==> src/sv/rmq_pkg.sv <==
// ----------------------------------------------------------------------------
// rmq_pkg
// Types, constants and step functions for the rotation matrix to quaternion
// pipeline: Q2.14 payload structs, square root and divider step helpers.
// ----------------------------------------------------------------------------
package rmq_pkg;

   // widths of the fixed-point values
   localparam int QW     = 16;   // Q2.14 entry and result
   localparam int TrW    = 18;   // trace of three entries
   localparam int RadSW  = 19;   // signed radicand
   localparam int RadW   = 18;   // clamped radicand
   localparam int NumW   = 17;   // off-diagonal sum or difference
   localparam int SqW    = 32;   // square root operand
   localparam int RootW  = 16;   // square root result
   localparam int RemW   = 19;   // square root remainder
   localparam int DivNW  = 31;   // divider dividend
   localparam int DivW   = 17;   // divider divisor (four times the root)
   localparam int DRemW  = 17;   // divider remainder
   localparam int QuotW  = 16;   // divider quotient bits
   localparam int FracW  = 14;   // fraction bits of Q2.14
   localparam int RadShW = 12;   // radicand scaling before the root

   // pipeline shape
   localparam int Steps      = 4;                 // iterations per stage
   localparam int SqrtStages = RootW / Steps;
   localparam int DivStages  = QuotW / Steps;
   localparam int Lanes      = 3;
   localparam int Parts      = 4;
   localparam int Latency    = 3 + SqrtStages + DivStages;

   localparam logic signed [RadSW-1:0] QOne = 19'sd16384;

   typedef logic signed [QW-1:0]   q_type;
   typedef logic signed [NumW-1:0] num_type;

   // which quaternion part comes from the root
   typedef enum logic [1:0] {
      SEL_SCALAR,
      SEL_X,
      SEL_Y,
      SEL_Z
   } sel_type;

   typedef struct packed {
      q_type c0_r0;
      q_type c0_r1;
      q_type c0_r2;
      q_type c1_r0;
      q_type c1_r1;
      q_type c1_r2;
      q_type c2_r0;
      q_type c2_r1;
      q_type c2_r2;
   } req_type;

   typedef struct packed {
      q_type q_scalar;
      q_type q_x;
      q_type q_y;
      q_type q_z;
      logic  bad_matrix;
   } rsp_type;

   // numerators of the three non-root parts, in ascending part order
   typedef struct packed {
      sel_type                  sel;
      num_type [Lanes-1:0]      n;
   } side_type;

   typedef struct packed {
      logic [SqW-1:0]   v;
      logic [RemW-1:0]  rem;
      logic [RootW-1:0] root;
   } sq_type;

   typedef struct packed {
      side_type         side;
      logic [RootW-1:0] root;
   } sqrt_out_type;

   typedef struct packed {
      logic [QuotW-1:0] nb;
      logic [DRemW-1:0] rem;
      logic [QuotW-1:0] q;
   } dv_type;

   typedef struct packed {
      sel_type                     sel;
      logic [RootW-1:0]            root;
      logic [Lanes-1:0]            neg;
      logic [Lanes-1:0]            ovf;
      logic [Lanes-1:0][QuotW-1:0] q;
   } div_out_type;

   // one digit of the bitwise square root
   function automatic sq_type sqrt_step(input sq_type s);
      logic [RemW-1:0] rt;
      logic [RemW-1:0] trial;
      sq_type          r;
      rt    = {s.rem[RemW-3:0], s.v[SqW-1 -: 2]};
      trial = {1'b0, s.root, 2'b01};
      r.v   = {s.v[SqW-3:0], 2'b00};
      if (rt >= trial) begin
         r.rem  = rt - trial;
         r.root = {s.root[RootW-2:0], 1'b1};
      end else begin
         r.rem  = rt;
         r.root = {s.root[RootW-2:0], 1'b0};
      end
      return r;
   endfunction

   // one bit of the restoring divider
   function automatic dv_type div_step(input dv_type s, input logic [DivW-1:0] d);
      logic [DRemW:0] rt;
      dv_type         r;
      rt   = {s.rem, s.nb[QuotW-1]};
      r.nb = {s.nb[QuotW-2:0], 1'b0};
      if (rt >= {1'b0, d}) begin
         r.rem = DRemW'(rt - {1'b0, d});
         r.q   = {s.q[QuotW-2:0], 1'b1};
      end else begin
         r.rem = rt[DRemW-1:0];
         r.q   = {s.q[QuotW-2:0], 1'b0};
      end
      return r;
   endfunction

endpackage

==> src/sv/rotation_matrix_to_quaternion.sv <==
// ----------------------------------------------------------------------------
// rotation_matrix_to_quaternion
// Rotation matrix (three columns of Q2.14 entries) to unit quaternion in
// Q2.14 by Shepperd's method, fully pipelined.
// ----------------------------------------------------------------------------
// Usage:
//   Raise start with a matrix on req_data. busy is always low, so a
//   transaction is taken on every clock edge at which start is high, one
//   matrix per cycle sustained.
//   Each result appears on rsp_data for one cycle, marked by rsp_valid;
//   results leave in order. The pipeline is one front stage (trace,
//   branch, radicand), four square root stages of four digits each,
//   one divider set-up stage, four divider stages of four quotient bits
//   each, and the output register.
//   bad_matrix is set, with all parts zero, when the root is zero.
//   The receiver cannot stall, so nothing is ever held back.
//   Synchronous reset empties the pipeline: results of transactions in
//   flight are dropped and rsp_valid is low until new work arrives.
// ----------------------------------------------------------------------------
module rotation_matrix_to_quaternion (
   input  logic             clock,
   input  logic             reset,
   input  logic             start,
   output logic             busy,
   input  rmq_pkg::req_type req_data,
   output logic             rsp_valid,
   output rmq_pkg::rsp_type rsp_data
);
   import rmq_pkg::*;

   logic         prep_valid;
   side_type     prep_side;
   sq_type       prep_sq;
   logic         sqrt_valid;
   sqrt_out_type sqrt_data;
   logic         div_valid;
   div_out_type  div_data;

   logic         rsp_valid_ff;
   rsp_type      rsp_ff;
   rsp_type      rsp_in;
   q_type        part [Parts];
   logic [1:0]   li;

   assign busy = 1'b0;

   rmq_prep u_prep (
      .clock    (clock),
      .reset    (reset),
      .in_valid (start),
      .in_data  (req_data),
      .valid_ff (prep_valid),
      .side_ff  (prep_side),
      .sq_ff    (prep_sq)
   );

   rmq_sqrt u_sqrt (
      .clock     (clock),
      .reset     (reset),
      .in_valid  (prep_valid),
      .in_side   (prep_side),
      .in_sq     (prep_sq),
      .out_valid (sqrt_valid),
      .out_data  (sqrt_data)
   );

   rmq_div u_div (
      .clock     (clock),
      .reset     (reset),
      .in_valid  (sqrt_valid),
      .in_data   (sqrt_data),
      .out_valid (div_valid),
      .out_data  (div_data)
   );

   // signed, saturated value of one divider lane
   function automatic q_type lane_value(input logic neg, input logic ovf,
                                        input logic [QuotW-1:0] q);
      q_type r;
      if (ovf || q[QuotW-1]) begin
         r = neg ? q_type'(-32768) : q_type'(32767);
      end else begin
         r = neg ? QW'(-{1'b0, q[QuotW-2:0]}) : QW'({1'b0, q[QuotW-2:0]});
      end
      return r;
   endfunction

   // place the root and the quotients, zero on a bad matrix
   always_comb begin
      li = '0;
      for (int i = 0; i < Parts; i++) begin
         if (2'(i) == div_data.sel) begin
            part[i] = QW'(div_data.root);
         end else begin
            li = (2'(i) > div_data.sel) ? 2'(i - 1) : 2'(i);
            part[i] = lane_value(div_data.neg[li], div_data.ovf[li], div_data.q[li]);
         end
      end
      rsp_in.bad_matrix = (div_data.root == '0);
      if (rsp_in.bad_matrix) begin
         rsp_in.q_scalar = '0;
         rsp_in.q_x      = '0;
         rsp_in.q_y      = '0;
         rsp_in.q_z      = '0;
      end else begin
         rsp_in.q_scalar = part[0];
         rsp_in.q_x      = part[1];
         rsp_in.q_y      = part[2];
         rsp_in.q_z      = part[3];
      end
   end

   // output register
   always_ff @(posedge clock) begin
      if (reset) begin
         rsp_valid_ff <= 1'b0;
      end else begin
         rsp_valid_ff <= div_valid;
      end
      rsp_ff <= rsp_in;
   end

   assign rsp_valid = rsp_valid_ff;
   assign rsp_data  = rsp_ff;

   // every transaction gives a result after the fixed latency
   a_latency: assert property (@(posedge clock) disable iff (reset)
      (start && !busy) |-> ##Latency rsp_valid)
      else $error("result missing after transaction");

   // no result without a transaction that fixed latency earlier
   a_no_extra: assert property (@(posedge clock) disable iff (reset)
      rsp_valid |-> $past(start, Latency))
      else $error("result without transaction");

   // a bad matrix gives an all-zero quaternion
   a_bad_zero: assert property (@(posedge clock) disable iff (reset)
      (rsp_valid && rsp_data.bad_matrix) |->
         (rsp_data.q_scalar == '0 && rsp_data.q_x == '0
          && rsp_data.q_y == '0 && rsp_data.q_z == '0))
      else $error("bad matrix with nonzero parts");

endmodule

==> src/sv/rmq_prep.sv <==
// ----------------------------------------------------------------------------
// rmq_prep
// Front stage: trace, branch choice, radicand clamp and off-diagonal
// numerators, registered for the square root pipeline.
// ----------------------------------------------------------------------------
module rmq_prep (
   input  logic             clock,
   input  logic             reset,
   input  logic             in_valid,
   input  rmq_pkg::req_type in_data,
   output logic             valid_ff,
   output rmq_pkg::side_type side_ff,
   output rmq_pkg::sq_type  sq_ff
);
   import rmq_pkg::*;

   logic signed [TrW-1:0]   tr;
   logic signed [RadSW-1:0] rad_s;
   logic        [RadW-1:0]  rad_u;
   q_type                   dg;
   side_type                side_in;
   sq_type                  sq_in;

   // trace and branch selection, ties to the lower index
   always_comb begin
      tr = TrW'(in_data.c0_r0) + TrW'(in_data.c1_r1) + TrW'(in_data.c2_r2);
      side_in.n = '0;
      dg = in_data.c0_r0;
      if (tr >= TrW'(in_data.c0_r0) && tr >= TrW'(in_data.c1_r1)
          && tr >= TrW'(in_data.c2_r2)) begin
         side_in.sel  = SEL_SCALAR;
         side_in.n[0] = NumW'(in_data.c1_r2) - NumW'(in_data.c2_r1);
         side_in.n[1] = NumW'(in_data.c2_r0) - NumW'(in_data.c0_r2);
         side_in.n[2] = NumW'(in_data.c0_r1) - NumW'(in_data.c1_r0);
      end else if (in_data.c0_r0 >= in_data.c1_r1 && in_data.c0_r0 >= in_data.c2_r2) begin
         side_in.sel  = SEL_X;
         dg           = in_data.c0_r0;
         side_in.n[0] = NumW'(in_data.c1_r2) - NumW'(in_data.c2_r1);
         side_in.n[1] = NumW'(in_data.c1_r0) + NumW'(in_data.c0_r1);
         side_in.n[2] = NumW'(in_data.c2_r0) + NumW'(in_data.c0_r2);
      end else if (in_data.c1_r1 >= in_data.c2_r2) begin
         side_in.sel  = SEL_Y;
         dg           = in_data.c1_r1;
         side_in.n[0] = NumW'(in_data.c2_r0) - NumW'(in_data.c0_r2);
         side_in.n[1] = NumW'(in_data.c1_r0) + NumW'(in_data.c0_r1);
         side_in.n[2] = NumW'(in_data.c2_r1) + NumW'(in_data.c1_r2);
      end else begin
         side_in.sel  = SEL_Z;
         dg           = in_data.c2_r2;
         side_in.n[0] = NumW'(in_data.c0_r1) - NumW'(in_data.c1_r0);
         side_in.n[1] = NumW'(in_data.c2_r0) + NumW'(in_data.c0_r2);
         side_in.n[2] = NumW'(in_data.c2_r1) + NumW'(in_data.c1_r2);
      end
      // radicand, clamped at zero
      if (side_in.sel == SEL_SCALAR) begin
         rad_s = QOne + RadSW'(tr);
      end else begin
         rad_s = QOne - RadSW'(tr) + (RadSW'(dg) <<< 1);
      end
      rad_u = rad_s[RadSW-1] ? '0 : rad_s[RadW-1:0];
      sq_in.v    = {(SqW - RadW - RadShW)'(0), rad_u, RadShW'(0)};
      sq_in.rem  = '0;
      sq_in.root = '0;
   end

   // stage register
   always_ff @(posedge clock) begin
      if (reset) begin
         valid_ff <= 1'b0;
      end else begin
         valid_ff <= in_valid;
      end
      side_ff <= side_in;
      sq_ff   <= sq_in;
   end

endmodule

==> src/sv/rmq_sqrt.sv <==
// ----------------------------------------------------------------------------
// rmq_sqrt
// Pipelined bitwise square root, a few digits per stage, with the numerators
// and branch choice carried alongside.
// ----------------------------------------------------------------------------
module rmq_sqrt (
   input  logic                  clock,
   input  logic                  reset,
   input  logic                  in_valid,
   input  rmq_pkg::side_type     in_side,
   input  rmq_pkg::sq_type       in_sq,
   output logic                  out_valid,
   output rmq_pkg::sqrt_out_type out_data
);
   import rmq_pkg::*;

   logic     valid_ff [SqrtStages];
   side_type side_ff  [SqrtStages];
   sq_type   sq_ff    [SqrtStages];
   sq_type   sq_in    [SqrtStages];

   // digit iterations of each stage
   always_comb begin
      for (int s = 0; s < SqrtStages; s++) begin
         sq_in[s] = (s == 0) ? in_sq : sq_ff[(s == 0) ? 0 : s - 1];
         for (int k = 0; k < Steps; k++) begin
            sq_in[s] = sqrt_step(sq_in[s]);
         end
      end
   end

   // stage registers
   always_ff @(posedge clock) begin
      if (reset) begin
         for (int s = 0; s < SqrtStages; s++) begin
            valid_ff[s] <= 1'b0;
         end
      end else begin
         valid_ff[0] <= in_valid;
         for (int s = 1; s < SqrtStages; s++) begin
            valid_ff[s] <= valid_ff[s-1];
         end
      end
      side_ff[0] <= in_side;
      for (int s = 1; s < SqrtStages; s++) begin
         side_ff[s] <= side_ff[s-1];
      end
      for (int s = 0; s < SqrtStages; s++) begin
         sq_ff[s] <= sq_in[s];
      end
   end

   assign out_valid     = valid_ff[SqrtStages-1];
   assign out_data.side = side_ff[SqrtStages-1];
   assign out_data.root = sq_ff[SqrtStages-1].root;

endmodule

==> src/sv/rmq_div.sv <==
// ----------------------------------------------------------------------------
// rmq_div
// Three-lane pipelined restoring divider: numerator in Q2.14 over four times
// the root, rounded to nearest, with an overflow flag for saturation.
// ----------------------------------------------------------------------------
module rmq_div (
   input  logic                  clock,
   input  logic                  reset,
   input  logic                  in_valid,
   input  rmq_pkg::sqrt_out_type in_data,
   output logic                  out_valid,
   output rmq_pkg::div_out_type  out_data
);
   import rmq_pkg::*;

   logic             valid_ff [DivStages+1];
   sel_type          sel_ff   [DivStages+1];
   logic [RootW-1:0] root_ff  [DivStages+1];
   logic [Lanes-1:0] neg_ff   [DivStages+1];
   logic [Lanes-1:0] ovf_ff   [DivStages+1];
   logic [DivW-1:0]  d_ff     [DivStages+1];
   dv_type           dv_ff    [DivStages+1][Lanes];
   dv_type           dv_in    [DivStages+1][Lanes];

   logic [Lanes-1:0]  neg_in;
   logic [Lanes-1:0]  ovf_in;
   logic [DivW-1:0]   d_in;
   logic [NumW-1:0]   mag [Lanes];
   logic [DivNW-1:0]  dividend [Lanes];

   // operand set-up: magnitude, rounding offset, overflow check
   always_comb begin
      d_in = {in_data.root[DivW-3:0], 2'b00};
      for (int l = 0; l < Lanes; l++) begin
         neg_in[l]   = in_data.side.n[l][NumW-1];
         mag[l]      = neg_in[l] ? NumW'(-in_data.side.n[l]) : NumW'(in_data.side.n[l]);
         dividend[l] = DivNW'({mag[l], FracW'(0)}) + DivNW'({in_data.root, 1'b0});
         ovf_in[l]   = DivW'(dividend[l][DivNW-1:QuotW]) >= d_in;
         dv_in[0][l].nb  = dividend[l][QuotW-1:0];
         dv_in[0][l].rem = DRemW'(dividend[l][DivNW-1:QuotW]);
         dv_in[0][l].q   = '0;
      end
      // quotient bits, a few per stage
      for (int s = 1; s <= DivStages; s++) begin
         for (int l = 0; l < Lanes; l++) begin
            dv_in[s][l] = dv_ff[s-1][l];
            for (int k = 0; k < Steps; k++) begin
               dv_in[s][l] = div_step(dv_in[s][l], d_ff[s-1]);
            end
         end
      end
   end

   // stage registers
   always_ff @(posedge clock) begin
      if (reset) begin
         for (int s = 0; s <= DivStages; s++) begin
            valid_ff[s] <= 1'b0;
         end
      end else begin
         valid_ff[0] <= in_valid;
         for (int s = 1; s <= DivStages; s++) begin
            valid_ff[s] <= valid_ff[s-1];
         end
      end
      sel_ff[0]  <= in_data.side.sel;
      root_ff[0] <= in_data.root;
      neg_ff[0]  <= neg_in;
      ovf_ff[0]  <= ovf_in;
      d_ff[0]    <= d_in;
      for (int s = 1; s <= DivStages; s++) begin
         sel_ff[s]  <= sel_ff[s-1];
         root_ff[s] <= root_ff[s-1];
         neg_ff[s]  <= neg_ff[s-1];
         ovf_ff[s]  <= ovf_ff[s-1];
         d_ff[s]    <= d_ff[s-1];
      end
      for (int s = 0; s <= DivStages; s++) begin
         for (int l = 0; l < Lanes; l++) begin
            dv_ff[s][l] <= dv_in[s][l];
         end
      end
   end

   // last stage out
   always_comb begin
      out_valid     = valid_ff[DivStages];
      out_data.sel  = sel_ff[DivStages];
      out_data.root = root_ff[DivStages];
      out_data.neg  = neg_ff[DivStages];
      out_data.ovf  = ovf_ff[DivStages];
      for (int l = 0; l < Lanes; l++) begin
         out_data.q[l] = dv_ff[DivStages][l].q;
      end
   end

endmodule
==> config.mk <==
export PLATFORM = sky130hd
export DESIGN_NAME = rotation_matrix_to_quaternion
export DESIGN_NICKNAME = d
export VERILOG_FILES = /design/src/sv/rmq_pkg.sv /design/src/sv/rotation_matrix_to_quaternion.sv /design/src/sv/rmq_prep.sv /design/src/sv/rmq_sqrt.sv /design/src/sv/rmq_div.sv
export SDC_FILE = /design/constraint.sdc
export NUM_CORES = 2
export LEC_CHECK = 0
export BUFFER_PORTS_ARGS = -buffer_cell sky130_fd_sc_hd__buf_2
export CORE_UTILIZATION = 59
export CTS_CLUSTER_SIZE = 25
export DETAILED_ROUTE_END_ITERATION = 12
export PLACE_DENSITY = 0.79
export REMOVE_ABC_BUFFERS = 1
export SYNTH_ARGS = -nofsm -noshare
export SYNTH_HDL_FRONTEND = slang
export SYNTH_SLANG_ARGS = --single-unit
==> constraint.sdc <==
create_clock -name clock -period 13.5 [get_ports clock]
set_clock_uncertainty 0.1 [all_clocks]
set_input_delay 1.35 -clock clock [delete_from_list [all_inputs] [get_ports clock]]
set_output_delay 1.35 -clock clock [all_outputs]
set_load 0.02 [all_outputs]
* Word-level counts from Yosys, hierarchy flattened
Memory sizes are Yosys's and may differ from the RTL's. A register that Yosys moved wholly into a read port is not among the register bits.
Cells that the tools add are included.
** Word-level totals
- RAM bits :: 1397
- Output and inout bits :: 67
- Input port bits :: 147
- Memories kept :: 10
- Bits in registers :: 137
- Word-level logic and storage cells :: 336
** Memory list
- u_div.dv_ff :: words 5, width 147, read ports 5, clocked after Yosys merged registers in 0, wr ports 5, line rmq_div.sv:22 : dv_type dv_ff [DivStages+1][Lanes];
- u_sqrt.sq_ff :: words 4, width 59, read ports 4, clocked after Yosys merged registers in 0, wr ports 4, line rmq_sqrt.sv:19 : sq_type sq_ff [SqrtStages];
- u_sqrt.side_ff :: words 4, width 53, read ports 4, clocked after Yosys merged registers in 0, wr ports 4, line rmq_sqrt.sv:18 : side_type side_ff [SqrtStages];
- u_div.d_ff :: words 5, width 17, read ports 4, clocked after Yosys merged registers in 0, wr ports 5, line rmq_div.sv:21 : logic [DivW-1:0] d_ff [DivStages+1];
- u_div.root_ff :: words 5, width 16, read ports 5, clocked after Yosys merged registers in 0, wr ports 5, line rmq_div.sv:18 : logic [RootW-1:0] root_ff [DivStages+1];
- u_div.neg_ff :: words 5, width 3, read ports 5, clocked after Yosys merged registers in 0, wr ports 5, line rmq_div.sv:19 : logic [Lanes-1:0] neg_ff [DivStages+1];
- 4 more memories
** Cells by class
- Mux-type cells :: 129
- Reduce and logical (&&, ||, !) cells :: 10
- Equal/unequal tests :: 3
- Bitwise gates (word level) :: 9
- Magnitude comparators :: 80
- $add $sub $neg :: 84
** Operators with widths (count)
- 33-bit two-way mux :: 59
- 17-bit subtractor :: 58
- 18-bit by 17-bit >= comparator with 1-bit output :: 48
- 16-bit two-way mux :: 23
- 19-bit by 18-bit >= comparator with 1-bit output :: 14
- 35-bit two-way mux :: 4
- 16-bit binary-select mux with 2-bit select :: 4
- 53-bit two-way mux :: 2
- 31-bit by 17-bit adder with 31-bit output :: 3
- 19-bit by 18-bit subtractor with 19-bit output :: 4
- 16-bit by 16-bit adder with 17-bit output :: 4
- 15-bit negator with 16-bit output :: 4
- 18-bit by 16-bit >= comparator with 1-bit output :: 3
- 52-bit two-way mux :: 1
- 15-bit by 17-bit >= comparator with 1-bit output :: 3
- 17-bit two-way mux :: 3
- 17-bit negator :: 3
- 16-bit by 16-bit subtractor with 17-bit output :: 3
- 16-bit >= comparator :: 3
- 1-bit two-way mux :: 22
- 16-bit by 18-bit adder with 19-bit output, first input constant :: 1
- 19-bit by 17-bit adder with 19-bit output :: 1
- 19-bit two-way mux :: 1
- 16-bit by 18-bit subtractor with 19-bit output, first input constant :: 1
- other kinds (16) :: 43

* Depth between registers and ports, before layout
An unclocked memory read counts as a cell.
- Depth after elaboration :: 9
- Mapped depth :: 68

* Cells and area by module
From an unflattened synthesis, not the netlist that was laid out.
** Unflattened totals
- Cells, all modules :: 11105
- Area, all modules :: 91337.6 µm²
** By module, submodules not included
- rmq_div :: sequential area each 8628.3 µm², instances 1, cells each 6145, area an instance 50629.8 µm²
- rmq_sqrt :: sequential area each 7587.3 µm², instances 1, cells each 2634, area an instance 22968.3 µm²
- rmq_prep :: sequential area each 1441.4 µm², instances 1, cells each 1662, area an instance 12849.8 µm²
- rotation_matrix_to_quaternion :: sequential area each 1321.3 µm², instances 1, cells each 664, area an instance 4889.7 µm²

* Worst setup path after synthesis
OpenSTA, ideal clock, no wires.
- Path kind :: reg-to-reg
- Start point :: memory u_div.dv_ff[0][133] (netlist bit)
- End point :: memory u_div.dv_ff[1][73] (netlist bit)
- Buffers on the path :: 6
- Setup slack :: 0.254 ns
- Cell stages (with the launch flop) :: 58
- Data arrival time :: 13.025 ns
- Period minus slack after synthesis :: 13.246 ns
- Setup time :: 0.121 ns
- Cell sequence :: dfxtp_1 > inv_1 > fa_1 > a21o_1 > a21oi_1 > o21ai_0 > a21oi_1 > o21ai_0 > a221oi_1 > a21oi_1 > clkbuf_1 > clkbuf_1 > mux2_2 > ha_1 > nor2b_1 > o21ai_0 > a21boi_0 > o21ai_0 > [... 22 more ...] > mux2i_1 > fa_1 > a21o_1 > a21oi_1 > o21bai_1 > a21oi_1 > o21bai_1 > a21oi_1 > o21bai_1 > a21oi_1 > o21ai_0 > a21o_1 > a21o_1 > a221o_1 > a211o_1 > clkbuf_1 > buf_1 > mux2_2
** RTL lines (line)
- start, declared :: rmq_div.sv:22

==> flow_summary.yaml <==
placed_design:
  gp_congestion: 1.030
  io_buffers: 212
  dp_slack_ns: 0.1460
  hpwl_um: 183400
  placed_area_sq_um: 80080
worst_setup_path:
  critical_path_depth: 56
  worstPathMaxFanout: 26
  crit_end: "u_div.dv_ff[2][78]"
  timing.critical_path.mode_cell: "a21oi_1"
  cp-end-kind: "flop"
  r2r-start: "u_div.dv_ff[1][136]"
  max_stage_delay_ns: 0.45
  cp-startpoint: "u_div.dv_ff[1][136]"
  worst-path-buf-inv: 2
  worst_setup_path_start_kind: "flop"
  worstSetupPathType: "reg -> reg"
  crit_required_ns: 13.97
  arrival_ns: 13.28
  slowest_stage: "dfxtp_2"
  crit-reg2reg-capture: "u_div.dv_ff[2][78]"
  rrSetupSlack_ns: 0.69
  reg2reg_depth: 56
  cp_top_family: "compound AO/OA/AOI/OAI gates"
clock_network:
  cts_tree: "done"
  cts_buffer_depth: 3
  path_clk_slew_ns: 0.06
  htree_levels: 3
  cts-root-buf: "clkbuf_16"
  clk_latency_ns: 0.72
  cts.sink_count: 882
  cts_buffers: 92
cells_and_area:
  area_growth_pct: 9.691
  nets: 11030
  final_area_sq_um: 83980
  layout-drive-gt1-share: 0.09773
  fin_util: 0.6552
global_routing:
  grt_max_degree: 56
  antenna_found_initial: 17
  grt_pass1_vias: 67710
  grt_use_total: 0.3414
  grt_pass1_wl_um: 359800
  gr-total-overflow: 0
worst_hold_path:
  worstHoldStart: "u_div.d_ff[0][58]"
  hold_depth: 0
  hold_path.class: "reg -> reg"
yosys:
  synth_commonest_cells: "ha_1, a21oi_1, dfxtp_1"
  yosysMostFrequentCell: "ha_1"
  synthXorXnorAreaFrac: 0.08374
  synth-compound-area-share: 0.2206
  yosysTopAreaCell: "dfxtp_1"
  synth_cell_types: 97
  synth-warning-count: 0
  ys_ff_latch: 882
  ys.flop_type: "dfxtp_1"
  syn_area_per_cell_sq_um: 8.101
  synthAdderAreaFrac: 0.2014
  synth.area.top_cells: "dfxtp_1, ha_1, a21oi_1"
  synth_seq_area_share: 0.2306
  async_flop_share: 0
  synth-simple-area-share: 0.1595
  yosys.area.top_type_share: 0.2306
  netlist_instances: 9450
  muxShareOfSynthArea: 0.05442
  synth_top_family_by_area: "compound AO/OA/AOI/OAI gates"
  synth_edf_count: 0
  syn_area_sq_um: 76560
outcome:
  status: "complete, no violations"
sta:
  setup_viol_count_final: 0
  worst_pin_slew_ns: 1.164
  relSlewSlack: 0.2139
  post-route-period-util: 0.9489
  drv_slew: 0
  whs_ns: 0.1944
  period_needed_ns: 12.81
  final_hold_viol_count: 0
  clock.fmax_mhz: 78.06
  setup_slack_ns: 0.6898
floorplan:
  die_area_sq_um: 131200
  die_h_um: 362.2
  pin_count: 214
  design.core.area_sq_um: 128200
  start_util: 0.5973
  fp-row-count: 131
  die_x_um: 362.2
routing:
  viasPerCell: 6.129
  ant_nets: 0
  wirelength_um: 232100
  wl_per_cell_um: 20.17
  num_vias: 70530
  drc: 0
  dr.pass1.iters: 7
  drt-initial-drc-count: 6562
run:
  max_cap_viol_count: 0
## through the flow
stage,instances,setup TNS (ns)
CTS,11480,0
floorplan,9231,-41.15
finish,11510,0
global placement,11310,0
detailed placement,11310,0
global route,11510,-0.6186
## metal layers
layer  vias to the layer above  global-route usage  share of wire
met5                         -                   0        0.00022
met4                         8              0.1578          0.046
met3                       603             0.04642          0.075
met2                      2691              0.5745           0.46
met1                     32900              0.4311           0.42
li1                      34330                   -              -
## kinds of logic (layout without fill, tap and decap cells)
family / Yosys count / count (layout)
and+or+nand+nor: 2556 / 2556
DFF: 882 / 882
other: 2 / 9
adders and majority gates: 1187 / 1187
xor gates and xnor gates: 732 / 732
muxes: 383 / 383
AOI/OAI and AO/OA: 2705 / 2705
buffers and inverters: 1003 / 1324
## how the worst min path moves through the flow
stage                     slack, ns                   end
final                          0.19  u_div.root_ff[0][69]
after global routing           0.20  u_div.root_ff[0][69]
after CTS                      0.19  u_div.root_ff[0][69]
after detailed placement       0.21     u_div.dv_ff[2][6]
after global placement         0.21    u_div.ovf_ff[0][3]
after floorplan                0.21   u_div.dv_ff[2][102]
## state kept, by name, summed over array words and instances (netlist names), 15 cells and up
name / cells
u_div.neg_ff: 15
u_sqrt.sq_ff: 102
u_div.d_ff: 19
u_div.dv_ff: 347
u_prep.side_ff: 53
rsp_data: 65
u_prep.sq_ff: 18
u_div.root_ff: 15
u_sqrt.side_ff: 212
u_div.ovf_ff: 15
## cell usage in the layout (no fill, tap or decap), types with 63 or more instances in the layout
master,n
ha_1,1111
a21oi_1,885
dfxtp_1,879
nor2_1,814
inv_1,771
nand2_1,606
o21ai_0,584
xnor2_1,501
a21o_1,274
mux2_2,262
xor2_1,231
nor3_1,223
buf_2,212
nand4_1,158
buf_4,153
nor2b_1,151
nand3_1,148
o21bai_1,143
mux2i_1,117
o21a_1,97
a21boi_0,96
nand2b_1,95
clkbuf_16,93
fa_1,76
o31ai_1,73
a211oi_1,72
nor4_1,68
or3_1,63
## what timing repair did
item                       4_1_cts  5_1_grt
setup endpoints to repair        0      145
hold buffers                     0        0
setup buffers                    0       17
resized for setup                0       86
## cell type report
cell class	count	area, sq um
Sequential cell	882	17660
Timing Repair Buffer	368	2252
Tap cell	1729	2163
Clock buffer	109	2467
Fill cell	10870	44200
Inverter	783	2943
Antenna cell	6	15.01
Clock inverter	64	1023
Multi-Input combinational cell	7566	55450
Power is not shown: default switching activity piles up to over one toggle a cycle in this logic, so the estimate is an artifact.
